<file path="config.mk">
export PLATFORM = sky130hd
export DESIGN_NAME = lcd_line_timing_stat_dma
export DESIGN_NICKNAME = d
export VERILOG_FILES = /design/src/design/lcdstat_pkg.sv /design/src/design/lcdstat_dma.sv /design/src/design/lcd_line_timing_stat_dma.sv
export VERILOG_INCLUDE_DIRS = /design/src /design/src/design
export SDC_FILE = /design/constraint.sdc
export NUM_CORES = 1
export LEC_CHECK = 0
export ABC_AREA = 1
export ABC_CLOCK_PERIOD_IN_PS = 2400
export BUFFER_PORTS_ARGS = -buffer_cell sky130_fd_sc_hd__clkbuf_2
export CELL_PAD_IN_SITES_DETAIL_PLACEMENT = 2
export CELL_PAD_IN_SITES_GLOBAL_PLACEMENT = 2
export CORE_ASPECT_RATIO = 1.1
export CORE_MARGIN = 2
export CORE_UTILIZATION = 31
export CTS_CLUSTER_DIAMETER = 150
export CTS_CLUSTER_SIZE = 20
export DETAILED_ROUTE_END_ITERATION = 6
export PLACE_DENSITY_LB_ADDON = 0.08
export SETUP_SLACK_MARGIN = 0.3
export SYNTH_ARGS = -nofsm -noshare
export SYNTH_HDL_FRONTEND = slang
export SYNTH_SLANG_ARGS = --single-unit
</file>
<file path="constraint.sdc">
create_clock -name clk -period 2.4 [get_ports clk]
set_input_delay 0.48 -clock clk [delete_from_list [all_inputs] [get_ports clk]]
set_output_delay 0.48 -clock clk [all_outputs]
set_load 0.02 [all_outputs]
</file>
<file path="src/design/lcd_line_timing_stat_dma_macros.svh">
// Assertion macros for the LCD timing block.
// Included by RTL files that carry concurrent checks; needs clk and rst in scope.
`ifndef LCD_LINE_TIMING_STAT_DMA_MACROS_SVH
`define LCD_LINE_TIMING_STAT_DMA_MACROS_SVH

// Same-cycle implication, disabled in reset.
`define LCDSTAT_ASSERT_IMPL(label, ante, cons, msg) \
  label: assert property (@(posedge clk) disable iff (rst) (ante) |-> (cons)) \
    else $error(msg);

// Next-cycle implication, disabled in reset.
`define LCDSTAT_ASSERT_NEXT(label, ante, cons, msg) \
  label: assert property (@(posedge clk) disable iff (rst) (ante) |=> (cons)) \
    else $error(msg);

`endif

</file>
<file path="src/design/lcdstat_pkg.sv">
// Shared types and constants for the LCD line timing / STAT / OAM DMA block.
// No dependencies.
`default_nettype none

package lcdstat_pkg;

  localparam logic [9:0] DOTS_PER_LINE   = 10'd456;
  localparam logic [8:0] LINES_PER_FRAME = 9'd154;
  localparam logic [7:0] LAST_VISIBLE    = 8'd143;
  localparam logic [8:0] FIRST_VBLANK    = 9'd144;
  localparam logic [7:0] LAST_LINE       = 8'd153;
  localparam logic [8:0] OAM_DOTS        = 9'd92;
  localparam logic [8:0] HBLANK_START    = 9'd252;
  localparam logic [8:0] DMA_END_SLOT    = 9'd161;

  localparam int CFG_INDEX_W = 3;
  localparam int CFG_DATA_W  = 8;

  typedef enum logic [CFG_INDEX_W-1:0] {
    CFG_DISPLAY_ENABLE = 3'd0,
    CFG_HBLANK_IRQ_EN  = 3'd1,
    CFG_VBLANK_IRQ_EN  = 3'd2,
    CFG_OAM_IRQ_EN     = 3'd3,
    CFG_COMPARE_IRQ_EN = 3'd4,
    CFG_COMPARE_LINE   = 3'd5,
    CFG_DOUBLE_SPEED   = 3'd6
  } cfg_reg_t;

  typedef enum logic [1:0] {
    MODE_HBLANK = 2'd0,
    MODE_VBLANK = 2'd1,
    MODE_OAM    = 2'd2,
    MODE_XFER   = 2'd3
  } lcd_mode_t;

  // DMA sequencer result for one item
  typedef struct packed {
    logic        read_valid;
    logic [15:0] read_address;
    logic [7:0]  byte_index;
    logic        busy;
  } dma_result_t;

endpackage

`default_nettype wire

</file>
<file path="src/design/lcdstat_dma.sv">
// OAM DMA sequencer: one step per dot tick, one byte request every 2 or 4 ticks.
// Depends on lcdstat_pkg.
`default_nettype none

module lcdstat_dma import lcdstat_pkg::*; (
  input  wire logic        clk,
  input  wire logic        rst,
  input  wire logic        start,
  input  wire logic        step,
  input  wire logic [7:0]  page,
  input  wire logic        double_speed,
  output dma_result_t      result
);

  logic       active, active_next;
  logic [9:0] tick_count, tick_count_next;
  logic [7:0] dma_page, dma_page_next;

  logic       phase_zero;
  logic [8:0] slot;
  logic       acts, ending;

  always_comb begin
    phase_zero = double_speed ? !tick_count[0] : (tick_count[1:0] == 2'd0);
    slot       = double_speed ? tick_count[9:1] : {1'b0, tick_count[9:2]};
    // slot 0 is warm-up; slots past the last byte close the sequence
    acts       = step && active && phase_zero && (slot != 9'd0);
    ending     = acts && (slot >= DMA_END_SLOT);
  end

  always_comb begin
    active_next     = active;
    tick_count_next = tick_count;
    dma_page_next   = dma_page;
    if (start) begin
      active_next     = 1'b1;
      tick_count_next = 10'd0;
      dma_page_next   = page;
    end else if (step && active) begin
      tick_count_next = tick_count + 10'd1;
      if (ending) begin
        active_next = 1'b0;
      end
    end
  end

  always_comb begin
    result.read_valid   = acts && !ending;
    result.byte_index   = result.read_valid ? (slot[7:0] - 8'd1) : 8'd0;
    result.read_address = result.read_valid ? {dma_page, result.byte_index} : 16'd0;
    result.busy         = active_next;
  end

  always_ff @(posedge clk) begin
    if (rst) begin
      active     <= 1'b0;
      tick_count <= 10'd0;
      dma_page   <= 8'd0;
    end else begin
      active     <= active_next;
      tick_count <= tick_count_next;
      dma_page   <= dma_page_next;
    end
  end

endmodule

`default_nettype wire

</file>
<file path="src/design/lcd_line_timing_stat_dma.sv">
// Top level: dot/line counters, mode and STAT logic, output register; DMA in lcdstat_dma.
// Depends on lcdstat_pkg, lcdstat_dma and lcd_line_timing_stat_dma_macros.svh.
//
//  channel | handshake                    | payload
//  --------+------------------------------+------------------------------------------
//  in      | in_valid / in_ready          | action, dma_source_page
//  out     | out_valid / out_ready        | lcd_mode .. dma_busy (12 fields)
//  cfg     | cfg_write_enable (no wait)   | cfg_index, cfg_data
//
// One item per cycle unless out_ready stalls; output register shows it the next cycle.
// in_ready is high whenever the output register is empty or being drained.
// All timing state updates in one pass at the accept edge: counters, STAT edge, DMA start or step.
// Synchronous reset clears counters, config and the output valid; no clearing pass.
`default_nettype none

module lcd_line_timing_stat_dma import lcdstat_pkg::*; (
  input  wire logic                   clk,
  input  wire logic                   rst,
  input  wire logic                   in_valid,
  output logic                        in_ready,
  input  wire logic                   action,
  input  wire logic [7:0]             dma_source_page,
  output logic                        out_valid,
  input  wire logic                   out_ready,
  output logic [1:0]                  lcd_mode,
  output logic [7:0]                  line_number,
  output logic [8:0]                  dot_number,
  output logic                        compare_match,
  output logic                        stat_irq,
  output logic                        vblank_irq,
  output logic                        hblank_pulse,
  output logic                        frame_done,
  output logic                        dma_read_valid,
  output logic [15:0]                 dma_read_address,
  output logic [7:0]                  oam_byte_index,
  output logic                        dma_busy,
  input  wire logic                   cfg_write_enable,
  input  wire logic [CFG_INDEX_W-1:0] cfg_index,
  input  wire logic [CFG_DATA_W-1:0]  cfg_data
);

  `include "lcd_line_timing_stat_dma_macros.svh"

  // configuration
  logic       display_enable, hblank_irq_enable, vblank_irq_enable;
  logic       oam_irq_enable, compare_irq_enable, double_speed;
  logic [7:0] compare_line;

  // timing state
  logic [8:0] dot_counter, dot_counter_next;
  logic [7:0] line_counter, line_counter_next;
  logic       stat_line_prev, stat_line_prev_next;

  logic        accept, tick, start;
  lcd_mode_t   mode;
  logic [7:0]  ly_eff;
  logic        match, cond;
  logic [9:0]  dot_inc;
  logic [8:0]  line_inc;
  logic        line_wrap;
  logic        stat_now, hbl_now, frame_now, vbl_now;
  dma_result_t dma_res;

  assign in_ready = !out_valid || out_ready;
  assign accept   = in_valid && in_ready;
  assign tick     = accept && !action;
  assign start    = accept && action;

  always_comb begin
    if (line_counter > LAST_VISIBLE) begin
      mode = MODE_VBLANK;
    end else if (dot_counter < OAM_DOTS) begin
      mode = MODE_OAM;
    end else if (dot_counter < HBLANK_START) begin
      mode = MODE_XFER;
    end else begin
      mode = MODE_HBLANK;
    end
    // late in the last line the line register compares as zero
    ly_eff = ((line_counter == LAST_LINE) && (dot_counter >= OAM_DOTS)) ? 8'd0 : line_counter;
    match  = (ly_eff == compare_line);
    cond   = (hblank_irq_enable && (mode == MODE_HBLANK)) ||
             (vblank_irq_enable && (mode == MODE_VBLANK)) ||
             (oam_irq_enable    && (mode == MODE_OAM))    ||
             (compare_irq_enable && match);
  end

  always_comb begin
    dot_inc   = {1'b0, dot_counter} + 10'd1;
    line_inc  = {1'b0, line_counter} + 9'd1;
    line_wrap = (dot_inc >= DOTS_PER_LINE);

    stat_now  = tick && cond && !stat_line_prev;
    hbl_now   = tick && display_enable && (line_counter <= LAST_VISIBLE) &&
                (dot_counter == HBLANK_START);
    frame_now = tick && line_wrap && (line_inc == FIRST_VBLANK);
    vbl_now   = frame_now && display_enable;

    dot_counter_next    = dot_counter;
    line_counter_next   = line_counter;
    stat_line_prev_next = stat_line_prev;
    if (tick) begin
      stat_line_prev_next = cond;
      if (line_wrap) begin
        dot_counter_next  = 9'd0;
        line_counter_next = (line_inc >= LINES_PER_FRAME) ? 8'd0 : line_inc[7:0];
      end else begin
        dot_counter_next  = dot_inc[8:0];
      end
    end
  end

  lcdstat_dma u_dma (
    .clk          (clk),
    .rst          (rst),
    .start        (start),
    .step         (tick),
    .page         (dma_source_page),
    .double_speed (double_speed),
    .result       (dma_res)
  );

  always_ff @(posedge clk) begin
    if (rst) begin
      display_enable     <= 1'b0;
      hblank_irq_enable  <= 1'b0;
      vblank_irq_enable  <= 1'b0;
      oam_irq_enable     <= 1'b0;
      compare_irq_enable <= 1'b0;
      compare_line       <= 8'd0;
      double_speed       <= 1'b0;
    end else if (cfg_write_enable) begin
      case (cfg_reg_t'(cfg_index))
        CFG_DISPLAY_ENABLE: display_enable     <= cfg_data[0];
        CFG_HBLANK_IRQ_EN:  hblank_irq_enable  <= cfg_data[0];
        CFG_VBLANK_IRQ_EN:  vblank_irq_enable  <= cfg_data[0];
        CFG_OAM_IRQ_EN:     oam_irq_enable     <= cfg_data[0];
        CFG_COMPARE_IRQ_EN: compare_irq_enable <= cfg_data[0];
        CFG_COMPARE_LINE:   compare_line       <= cfg_data;
        CFG_DOUBLE_SPEED:   double_speed       <= cfg_data[0];
        default: ;
      endcase
    end
  end

  always_ff @(posedge clk) begin
    if (rst) begin
      dot_counter    <= 9'd0;
      line_counter   <= 8'd0;
      stat_line_prev <= 1'b0;
      out_valid      <= 1'b0;
    end else begin
      dot_counter    <= dot_counter_next;
      line_counter   <= line_counter_next;
      stat_line_prev <= stat_line_prev_next;
      if (accept) begin
        out_valid <= 1'b1;
      end else if (out_ready) begin
        out_valid <= 1'b0;
      end
    end
  end

  // result register, payload only
  always_ff @(posedge clk) begin
    if (accept) begin
      lcd_mode         <= mode;
      line_number      <= line_counter;
      dot_number       <= dot_counter;
      compare_match    <= match;
      stat_irq         <= stat_now;
      vblank_irq       <= vbl_now;
      hblank_pulse     <= hbl_now;
      frame_done       <= frame_now;
      dma_read_valid   <= dma_res.read_valid;
      dma_read_address <= dma_res.read_address;
      oam_byte_index   <= dma_res.byte_index;
      dma_busy         <= dma_res.busy;
    end
  end

  `LCDSTAT_ASSERT_IMPL(a_read_implies_busy, out_valid && dma_read_valid, dma_busy,
    "DMA request issued while sequence reported idle")
  `LCDSTAT_ASSERT_IMPL(a_frame_at_line_end, out_valid && frame_done,
    (line_number == LAST_VISIBLE) && (dot_number == 9'd455), "frame_done at wrong dot")
  `LCDSTAT_ASSERT_IMPL(a_hblank_in_mode0, out_valid && hblank_pulse,
    (lcd_mode == MODE_HBLANK) && (dot_number == HBLANK_START), "hblank pulse outside mode 0 start")
  `LCDSTAT_ASSERT_IMPL(a_vblank_needs_frame, out_valid && vblank_irq, frame_done,
    "vblank_irq without frame_done")
  `LCDSTAT_ASSERT_NEXT(a_start_result, start,
    out_valid && dma_busy && !stat_irq && !dma_read_valid, "DMA start result malformed")

endmodule

`default_nettype wire

</file>
; Word-level counts from Yosys, hierarchy flattened
; Index checks and enable logic that the tools add are counted.
[totals]
regBits = 102
inputBits = 25
out_inout_bits = 52
[classes]
addsub = 4
n_lt_le_gt_ge = 8
n_eq_ne = 12
n_mux = 14
n_reduce_logical = 44
[op_table]
columns = op, n
row1 = 8-bit 2-to-1 mux, 3
row2 = 1-bit logical AND, 21
row3 = "9-bit by 8-bit equality test with 1-bit output, second input constant", 2
row4 = "9-bit by 8-bit greater-or-equal comparator with 1-bit output, second input constant", 2
row5 = 9-bit 2-to-1 mux, 2
row6 = 2-bit AND reduction, 8
row7 = "10-bit by 1-bit adder with 10-bit output, second input constant", 1
row8 = "9-bit by 1-bit adder with 10-bit output, second input constant", 1
row9 = "10-bit by 9-bit greater-or-equal comparator with 1-bit output, second input constant", 1
row10 = "8-bit by 1-bit adder with 9-bit output, second input constant", 1
row11 = "3-bit equality test, second input constant", 3
row12 = "9-bit by 7-bit greater-or-equal comparator with 1-bit output, second input constant", 1
row13 = "9-bit by 7-bit less-than comparator with 1-bit output, second input constant", 1
row14 = "9-bit by 8-bit less-than comparator with 1-bit output, second input constant", 1
row15 = 9-bit nonzero test, 1
row16 = 8-bit equality test, 1
row17 = "8-bit equality test, second input constant", 1
row18 = "8-bit > comparator, second input constant", 1
row19 = "8-bit less-or-equal comparator, second input constant", 1
row20 = "8-bit by 1-bit subtractor with 8-bit output, second input constant", 1
row21 = "3-bit by 2-bit equality test with 1-bit output, second input constant", 2
row22 = 1-bit 2-to-1 mux, 6
row23 = 2-bit 2-to-1 mux, 3
row24 = 1-bit logical NOT, 5
row25 = 8 further kinds, 12

; Logic depth before layout (Yosys ltp)
; Gate-level depths: netlist of run 1.
[logic_depth]
ltp_word = 11
mapped_depth = 14
ltp_nobuf = 14

; Modules after synthesis
; Synthesis of run 1 repeated with hierarchy kept, for this count alone.
[unflattened]
hier_cells = 561
hier_area_um2 = 4982.3
[by_module_without_submodules]
columns = mod, instances, cells_each, area_each_um2, seq_area_each_um2
row1 = lcd_line_timing_stat_dma, 1, 359, 3529.6, 2162.1
row2 = lcdstat_dma, 1, 202, 1452.6, 380.4

; Worst setup path before layout of run 1
; Ideal clock, no wire load.
[synth_timing]
path_kind = in2reg
from = input out_ready
to = register u_dma.tick_count[6]
arrival_ps = 2578
t_required_ps = 2279
path_slack_ps = -299
stages = 9
path_buffers = 0
cell_sequence = inv_2 > nand2_2 > nand2_4 > inv_1 > nand2_1 > nand2_1 > inv_1 > o21ai_0 > a21oi_1
[synth_between]
elab_chain_len = 4
word_cells_on_any_way = 6
cone_classes = reduce/logical: 6
[synth_lines]
columns = item, line_no
row1 = "start, declared", lcd_line_timing_stat_dma.sv:24  ; input wire logic out_ready,
row2 = 1-bit logical OR *, lcd_line_timing_stat_dma.sv:64  ; assign in_ready = !out_valid || out_ready;
row3 = net in_ready, lcd_line_timing_stat_dma.sv:20  ; output logic in_ready,
row4 = 1-bit logical AND *, lcd_line_timing_stat_dma.sv:65  ; assign accept = in_valid && in_ready;
row5 = net accept, lcd_line_timing_stat_dma.sv:54  ; logic accept, tick, start;
row6 = 1-bit logical AND (on tied branches), "lcd_line_timing_stat_dma.sv:67, lcd_line_timing_stat_dma.sv:66"
row7 = 2-bit OR reduction (no source line) / 1-bit logical AND (equally long branches), n/a
row8 = "end signal, assigned", lcdstat_dma.sv:61  ; tick_count <= tick_count_next;
row9 = "end, declared", lcdstat_dma.sv:16  ; logic [9:0] tick_count, tick_count_next;
; The timed path passes the listed nets; every way through them passes the cells marked *.
; A chain may end at the register's enable or synchronous reset.

; Worst setup path in the final report of run 1
[layout_timing]
from = register line_counter[0]
to = register line_counter[0]
[layout_between]
elab_chain_len = 3
[layout_lines]
columns = item, line_no
row1 = "start, declared", lcd_line_timing_stat_dma.sv:51  ; logic [7:0] line_counter, line_counter_next;
row2 = "start signal, assigned", lcd_line_timing_stat_dma.sv:154  ; line_counter <= line_counter_next;
row3 = 8-bit by 1-bit adder with 9-bit output *, lcd_line_timing_stat_dma.sv:90  ; line_inc = {1'b0, line_counter} + 9'd1;
row4 = 9-bit by 8-bit greater-or-equal comparator with 1-bit output, lcd_line_timing_stat_dma.sv:106  ; line_counter_next = (line_inc >= LINES_PER_FRAME) ? 8'd0 : line_inc[7:0];
row5 = 8-bit 2-to-1 mux *, lcd_line_timing_stat_dma.sv:106
; Mark *: on every way between the ends. The rest lies on a longest branch, timed or not.

==> results_dict.tcl, run 1 <==
set metrics [dict create \
    crit_arrival_ns 2.18 \
    core_sq_mm 0.0152 \
    antenna_left 0 \
    tns_ns 0 \
    required_ns 2.64 \
    clk_pin_slew_ns 0.07 \
    cts-root-buf "clkbuf_16" \
    power_mw 3.62 \
    crit_type "reg2reg" \
    wl_per_cell_um 15.8 \
    ioPinCount 77 \
    ys.flop_type "dfxtp_1" \
    cp_slowest_cell "dfxtp_2" \
    htree_levels 3 \
    end_kind "register" \
    syn_to_final_growth_pct 21.6 \
    synth.cell_area_sq_mm 0.00486 \
    hold_path_class "in2reg" \
    via_per_inst 4.76 \
    antenna_found_initial 0 \
    synth_seq_cells 102 \
    multi_input_area_sq_mm 0.00205 \
    yosysSeqAreaShare_pct 52.4 \
    fin_util_pct 38.9 \
    rows 47 \
    grt_pass1_wl_um 21500 \
    fin_nets 651 \
    io_buffers 76 \
    vdd_drop_max_uv 286 \
    wl_um 12900 \
    insertion_delay_ns 0.36 \
    fin_crit_sh_pct 80.7 \
    worstPathMaxFanout 5 \
    track_usage_pct 16.7 \
    grt_pass1_vias 4249 \
    cts_tree "built" \
    clockBufferDepth 2 \
    status "finished clean" \
    skew_ns 0.00830 \
    synth_cells 527 \
    die_w_um 123 \
    seqCellArea_sq_mm 0.00256 \
    maxSlewHeadroom_pct 72.6 \
    gp_congestion 0.781 \
    initial_utilization_pct 32.0 \
    fin_cells 817 \
    layout-drive-gt1-share_pct 29.8 \
    die_y_um 135 \
    clock-sinks 102 \
    syn-mean-instance-area_sq_um 9.21 \
    n_antenna_cell 0 \
    cts_buffers 9 \
    critPathMaxStageDelay_ns 0.38 \
    grt_max_degree 37 \
    fillers 1697 \
    syn_nets 562 \
    drtIter0Drc 97 \
    dpl.cell_count 800 \
    hold_buffers 0 \
    grt_overflow_total 0 \
    dr.pass1.iters 4 \
    min_period_ns 1.94 \
    netlist-cell-type-count 40 \
    async_flop_share_pct 0 \
    die_area_sq_mm 0.0167 \
    rsz0062_at_grt "yes" \
    place_hpwl_um 9930 \
    worstMarginPinSlew_ns 0.408 \
    power_density_mw_per_mm2 614 \
    vias 3890 \
    path_cells "ha_1 -> nand2_1 -> nor2_1 -> nand3_1 -> xor2_2 -> nand4_1 -> nor2_2 -> nor2_4 -> nand2_2 -> a21oi_2" \
    max_freq_mhz 517 \
    finalHoldViolCount 0 \
    setup_viol 0 \
    crit_path_start_kind "register" \
    drv_slew 0 \
    max_cap_violations 0 \
    yosys_warnings 0 \
    synth_edf_count 50 \
    drcViolationCount 0 \
    p_leak_nw 2.36 \
]
-- synthesized netlist by cell type (2+ instances only) --
master,instances,area share (%)
dfxtp_1,52,21
clkinv_1,2,0.15
o21ai_0,27,2.8
clkbuf_1,5,0.39
edfxtp_1,50,31
nand3_1,35,3.6
inv_2,9,0.70
nand3_2,2,0.41
nand2_2,8,1.0
nor3_1,8,0.82
a21oi_1,40,4.1
nor3_2,2,0.41
o21ai_1,9,0.93
xnor2_1,9,1.6
ha_1,10,2.6
buf_12,2,0.82
nor2_2,11,1.4
nand2_1,90,7.0
inv_1,53,4.1
nor2_1,45,3.5
nand2_4,2,0.46
o21ai_2,8,1.4
xor2_1,10,1.8
nor2_4,15,3.5
nand4_1,8,1.0
-- cell families (layout without fill, tap and decap cells) --
kind of cell | count (synthesis) | in the layout | share of synthesized area [%]
compound gates | 87 | 87 | 9.87
flops | 102 | 102 | 52.4
buf+inv | 76 | 170 | 7.06
fa+ha+maj | 10 | 10 | 2.58
xor+xnor | 19 | 19 | 3.43
simple gates | 233 | 233 | 24.7
-- critical path: cells and delay by family (launching register included) --
family,cells,cell delay (ns)
simple gates,7,1.00
flops,1,0.38
fa+ha+maj,1,0.18
xor+xnor,1,0.20
compound gates,1,0.07
-- sequential cells by signal, indices dropped and copies added, names as in the netlist, 2 cells and up --
signal            cells
dot_number            9
u_dma.tick_count     10
lcd_mode              2
oam_byte_index        8
compare_line          8
dot_counter           9
line_counter          8
line_number           8
u_dma.dma_page        8
dma_read_address     16
-- cell type report --
cell class	count	area share [%]
inverter	65	4.60
timing repair buffer	89	8.52
multi-input combinational	349	34.7
clock buffer	13	4.41
tap	196	4.15
sequential	102	43.3
clock inverter	3	0.297
-- layout by cell type (no fill, tap or decap), drive strengths merged, types with 4 or more instances in the layout --
| cell | synthesis | routed |
|---|---|---|
| nand2 | 100 | 100 |
| clkbuf | 5 | 89 |
| nor2 | 72 | 72 |
| inv | 63 | 63 |
| dfxtp | 52 | 52 |
| edfxtp | 50 | 50 |
| o21ai | 44 | 44 |
| a21oi | 41 | 41 |
| nand3 | 38 | 38 |
| buf | 6 | 13 |
| xor2 | 10 | 10 |
| ha | 10 | 10 |
| nor3 | 10 | 10 |
| xnor2 | 9 | 9 |
| nand4 | 8 | 8 |
| clkinv | 2 | 4 |
-- power by group --
part / internal [mW] / switching [mW] / leakage (nW)
combinational: 0.0963 / 0.216 / 1.29
clock: 0.760 / 0.639 / 0.138
sequential: 1.89 / 0.0249 / 0.931
-- path summary, 6_finish.rpt --
check                         end             from  slack, ns  cells after the start
setup / recovery  line_counter[0]  line_counter[0]       0.46                     10
hold / removal    compare_line[5]      cfg_data[5]       0.36                      3
setup reg to reg  line_counter[0]  line_counter[0]       0.46                     10
hold reg to reg    oam_irq_enable   oam_irq_enable       0.46                      2
-- stage by stage --
stage	hold WS, ns	worst slack, ns	instance area (sq um)
global placement	0.444	0.330	5540
finish	0.359	0.464	5900
CTS	0.341	0.288	5840
floorplan	0.403	0.250	4920
detailed placement	0.453	0.204	5540
global route	0.368	0.287	5900
-- metal layers --
layer  GRT usage [%]  routed length [um]
met5               0                   0
met4            6.63                 255
met3            3.07                 421
met2            30.0                6810
met1            19.5                5450
-- repair_timing --
item,in CTS,in global routing
endpoints found under the setup margin,4,45
pin swaps,0,1
resized for setup,3,22
gates cloned,0,0
setup buffers,0,1
No activity file was read; power rests on OpenSTA's default activity.
==> run 2: changes to the inputs <==
--- a/config.mk
+++ b/config.mk
@@ -7,7 +7,7 @@
 export NUM_CORES = 1
 export LEC_CHECK = 0
 export ABC_AREA = 1
-export ABC_CLOCK_PERIOD_IN_PS = 2400
+export ABC_CLOCK_PERIOD_IN_PS = 1650
 export BUFFER_PORTS_ARGS = -buffer_cell sky130_fd_sc_hd__clkbuf_2
 export CELL_PAD_IN_SITES_DETAIL_PLACEMENT = 2
 export CELL_PAD_IN_SITES_GLOBAL_PLACEMENT = 2
==> constraint.sdc (replaced) <==
create_clock -name clk -period 1.65 [get_ports clk]
set_input_delay 0.33 -clock clk [delete_from_list [all_inputs] [get_ports clk]]
set_output_delay 0.33 -clock clk [all_outputs]
set_load 0.02 [all_outputs]
==> results_dict.tcl, run 2 (synthesis results as in run 1) <==
set metrics [dict create \
    io_buffers 76 \
    rows 47 \
    antenna_left 0 \
    crit_path_start_kind "register" \
    multi_input_area_sq_mm 0.00278 \
    cp_slowest_cell "dfxtp_1" \
    hold_start "cfg_data[6]" \
    place_hpwl_um 11400 \
    grt.busiest_layer "met2" \
    largest_registers "dma_read_address x16, u_dma.tick_count x10" \
    dr.pass1.iters 4 \
    hold_buffers 0 \
    setup_slack_ns -0.508 \
    required_ns 1.87 \
    clock-sinks 102 \
    crit_type "reg2reg" \
    layout_commonest_cell "buf_4" \
    met3_usage_pct 3.91 \
    dpl.cell_count 889 \
    timing.rr.start "u_dma.tick_count[3]" \
    p_leak_nw 3.39 \
    post-route-cell-area_sq_mm 0.00793 \
    antenna_found_initial 0 \
    maxSlewHeadroom_pct 72.1 \
    r2r_slack_ns -0.51 \
    rsz0062_at_grt "yes" \
    n_antenna_cell 0 \
    die_y_um 135 \
    core_sq_mm 0.0152 \
    worstHoldEndpoint "compare_line[6]" \
    worstMarginPinSlew_ns 0.417 \
    ioPinCount 77 \
    track_usage_pct 23.3 \
    seqCellArea_sq_mm 0.00259 \
    grt_max_degree 26 \
    initial_utilization_pct 32.0 \
    cp_num_cells 13 \
    crit_family "simple AND/OR/NAND/NOR gates" \
    hold_path_class "in2reg" \
    min_delay_path_depth 3 \
    die_w_um 123 \
    gp_congestion 0.788 \
    vdd_drop_max_uv 550 \
    worstPathMaxFanout 5 \
    grt_pass1_wl_um 29000 \
    cts-root-buf "clkbuf_16" \
    clockBufferDepth 2 \
    grtUsageMet1_pct 26.1 \
    power_mw 5.60 \
    layout-drive-gt1-share_pct 58.4 \
    skew_ns 0.00635 \
    fin_nets 785 \
    grt_overflow_total 0 \
    status "finished, violations left" \
    power_density_mw_per_mm2 706 \
    crit_arrival_ns 2.38 \
    max_cap_violations 0 \
    grtUsageMet2_pct 43.7 \
    clk_pin_slew_ns 0.07 \
    pre_cts_ws_ns -0.371 \
    syn_to_final_growth_pct 63.2 \
    mostFrequentLayoutCells "buf_4 (114), clkbuf_2 (75), nand2_1 (59), edfxtp_1 (50), inv_1 (42)" \
    setup_viol 49 \
    fin_crit_sh_pct 131 \
    finalHoldViolCount 0 \
    critPathMaxStageDelay_ns 0.42 \
    drtIter0Drc 196 \
    die_area_sq_mm 0.0167 \
    wl_um 23600 \
    insertion_delay_ns 0.36 \
    drv_slew 0 \
    max_freq_mhz 463 \
    drcViolationCount 0 \
    htree_levels 3 \
    top_register "dma_read_address" \
    wl_per_cell_um 24.8 \
    violations "setup timing" \
    reg2reg_depth 13 \
    largest_reg_flops 16 \
    fin_cells 951 \
    worst-path-buf-inv 5 \
    min_period_ns 2.16 \
    fillers 1555 \
    path_cells "inv_1 -> o21ai_1 -> inv_2 -> ha_4 -> nand2_2 -> nand3b_1 -> nand2_2 -> nand2_4 -> nor2_4 -> inv_6 -> buf_6 -> buf_6 -> nor2_2" \
    cts_buffers 9 \
    grt_pass1_vias 5184 \
    vias 4865 \
    post_dp_cell_area_sq_mm 0.00635 \
    via_per_inst 5.12 \
    cts_tree "built" \
    r2r_end "oam_byte_index[4]" \
    end_kind "register" \
]
## run 2: repair_timing
item,in CTS,in global routing
resized for setup,129,94
pin swaps,41,36
buffers inserted,25,15
endpoints found under the setup margin,112,96
cloned,3,3
## run 2: worst reg2reg max path, stage by stage, from the launching register on
cell,delay (ns)
dfxtp_1,0.42
inv_1,0.12
o21ai_1,0.18
inv_2,0.14
ha_4,0.21
nand2_2,0.10
nand3b_1,0.12
nand2_2,0.12
nand2_4,0.08
nor2_4,0.14
inv_6,0.08
buf_6,0.13
buf_6,0.11
nor2_2,0.08
## run 2: metal layers
layer,up-vias,share of wire (%)
met5,-,0
met4,0,4.4
li1,2188,-
met1,2473,37
met2,141,55
met3,63,3.2
## run 2: worst max-delay path by stage
stage / startpoint / endpoint
after global routing: u_dma.tick_count[3] / oam_byte_index[4]
after detailed placement: double_speed / dma_read_address[13]
after CTS: dot_counter[1] / dot_counter[5]
final: u_dma.tick_count[3] / oam_byte_index[4]
after floorplan: out_valid / dma_busy
after global placement: double_speed / dma_read_address[11]
## run 2: stage by stage
step | utilization (%) | hold WS [ns] | TNS (ns)
floorplan | - | 0.403 | -10.98
global placement | 41.8 | 0.453 | -8.05
detailed placement | 41.8 | 0.452 | -13.61
CTS | 48.6 | 0.203 | -8.98
global route | 52.2 | 0.222 | -22.58
finish | 52.2 | 0.194 | -19.45
## run 2: final cells by class
type	count	area share, %
Inverter	65	3.54
Clock inverter	4	0.268
Multi-Input combinational cell	350	35.1
Clock buffer	12	3.24
Timing Repair Buffer	222	22.0
Tap cell	196	3.09
Sequential cell	102	32.7
## run 2: power breakdown
| part | leakage [nW] | internal (mW) | total [mW] | switching (mW) |
|---|---|---|---|---|
| clock | 0.138 | 1.10 | 2.10 | 1.00 |
| combinational | 2.31 | 0.272 | 0.717 | 0.445 |
| sequential | 0.940 | 2.73 | 2.77 | 0.0452 |
| total | 3.39 | 4.10 | 5.60 | 1.50 |
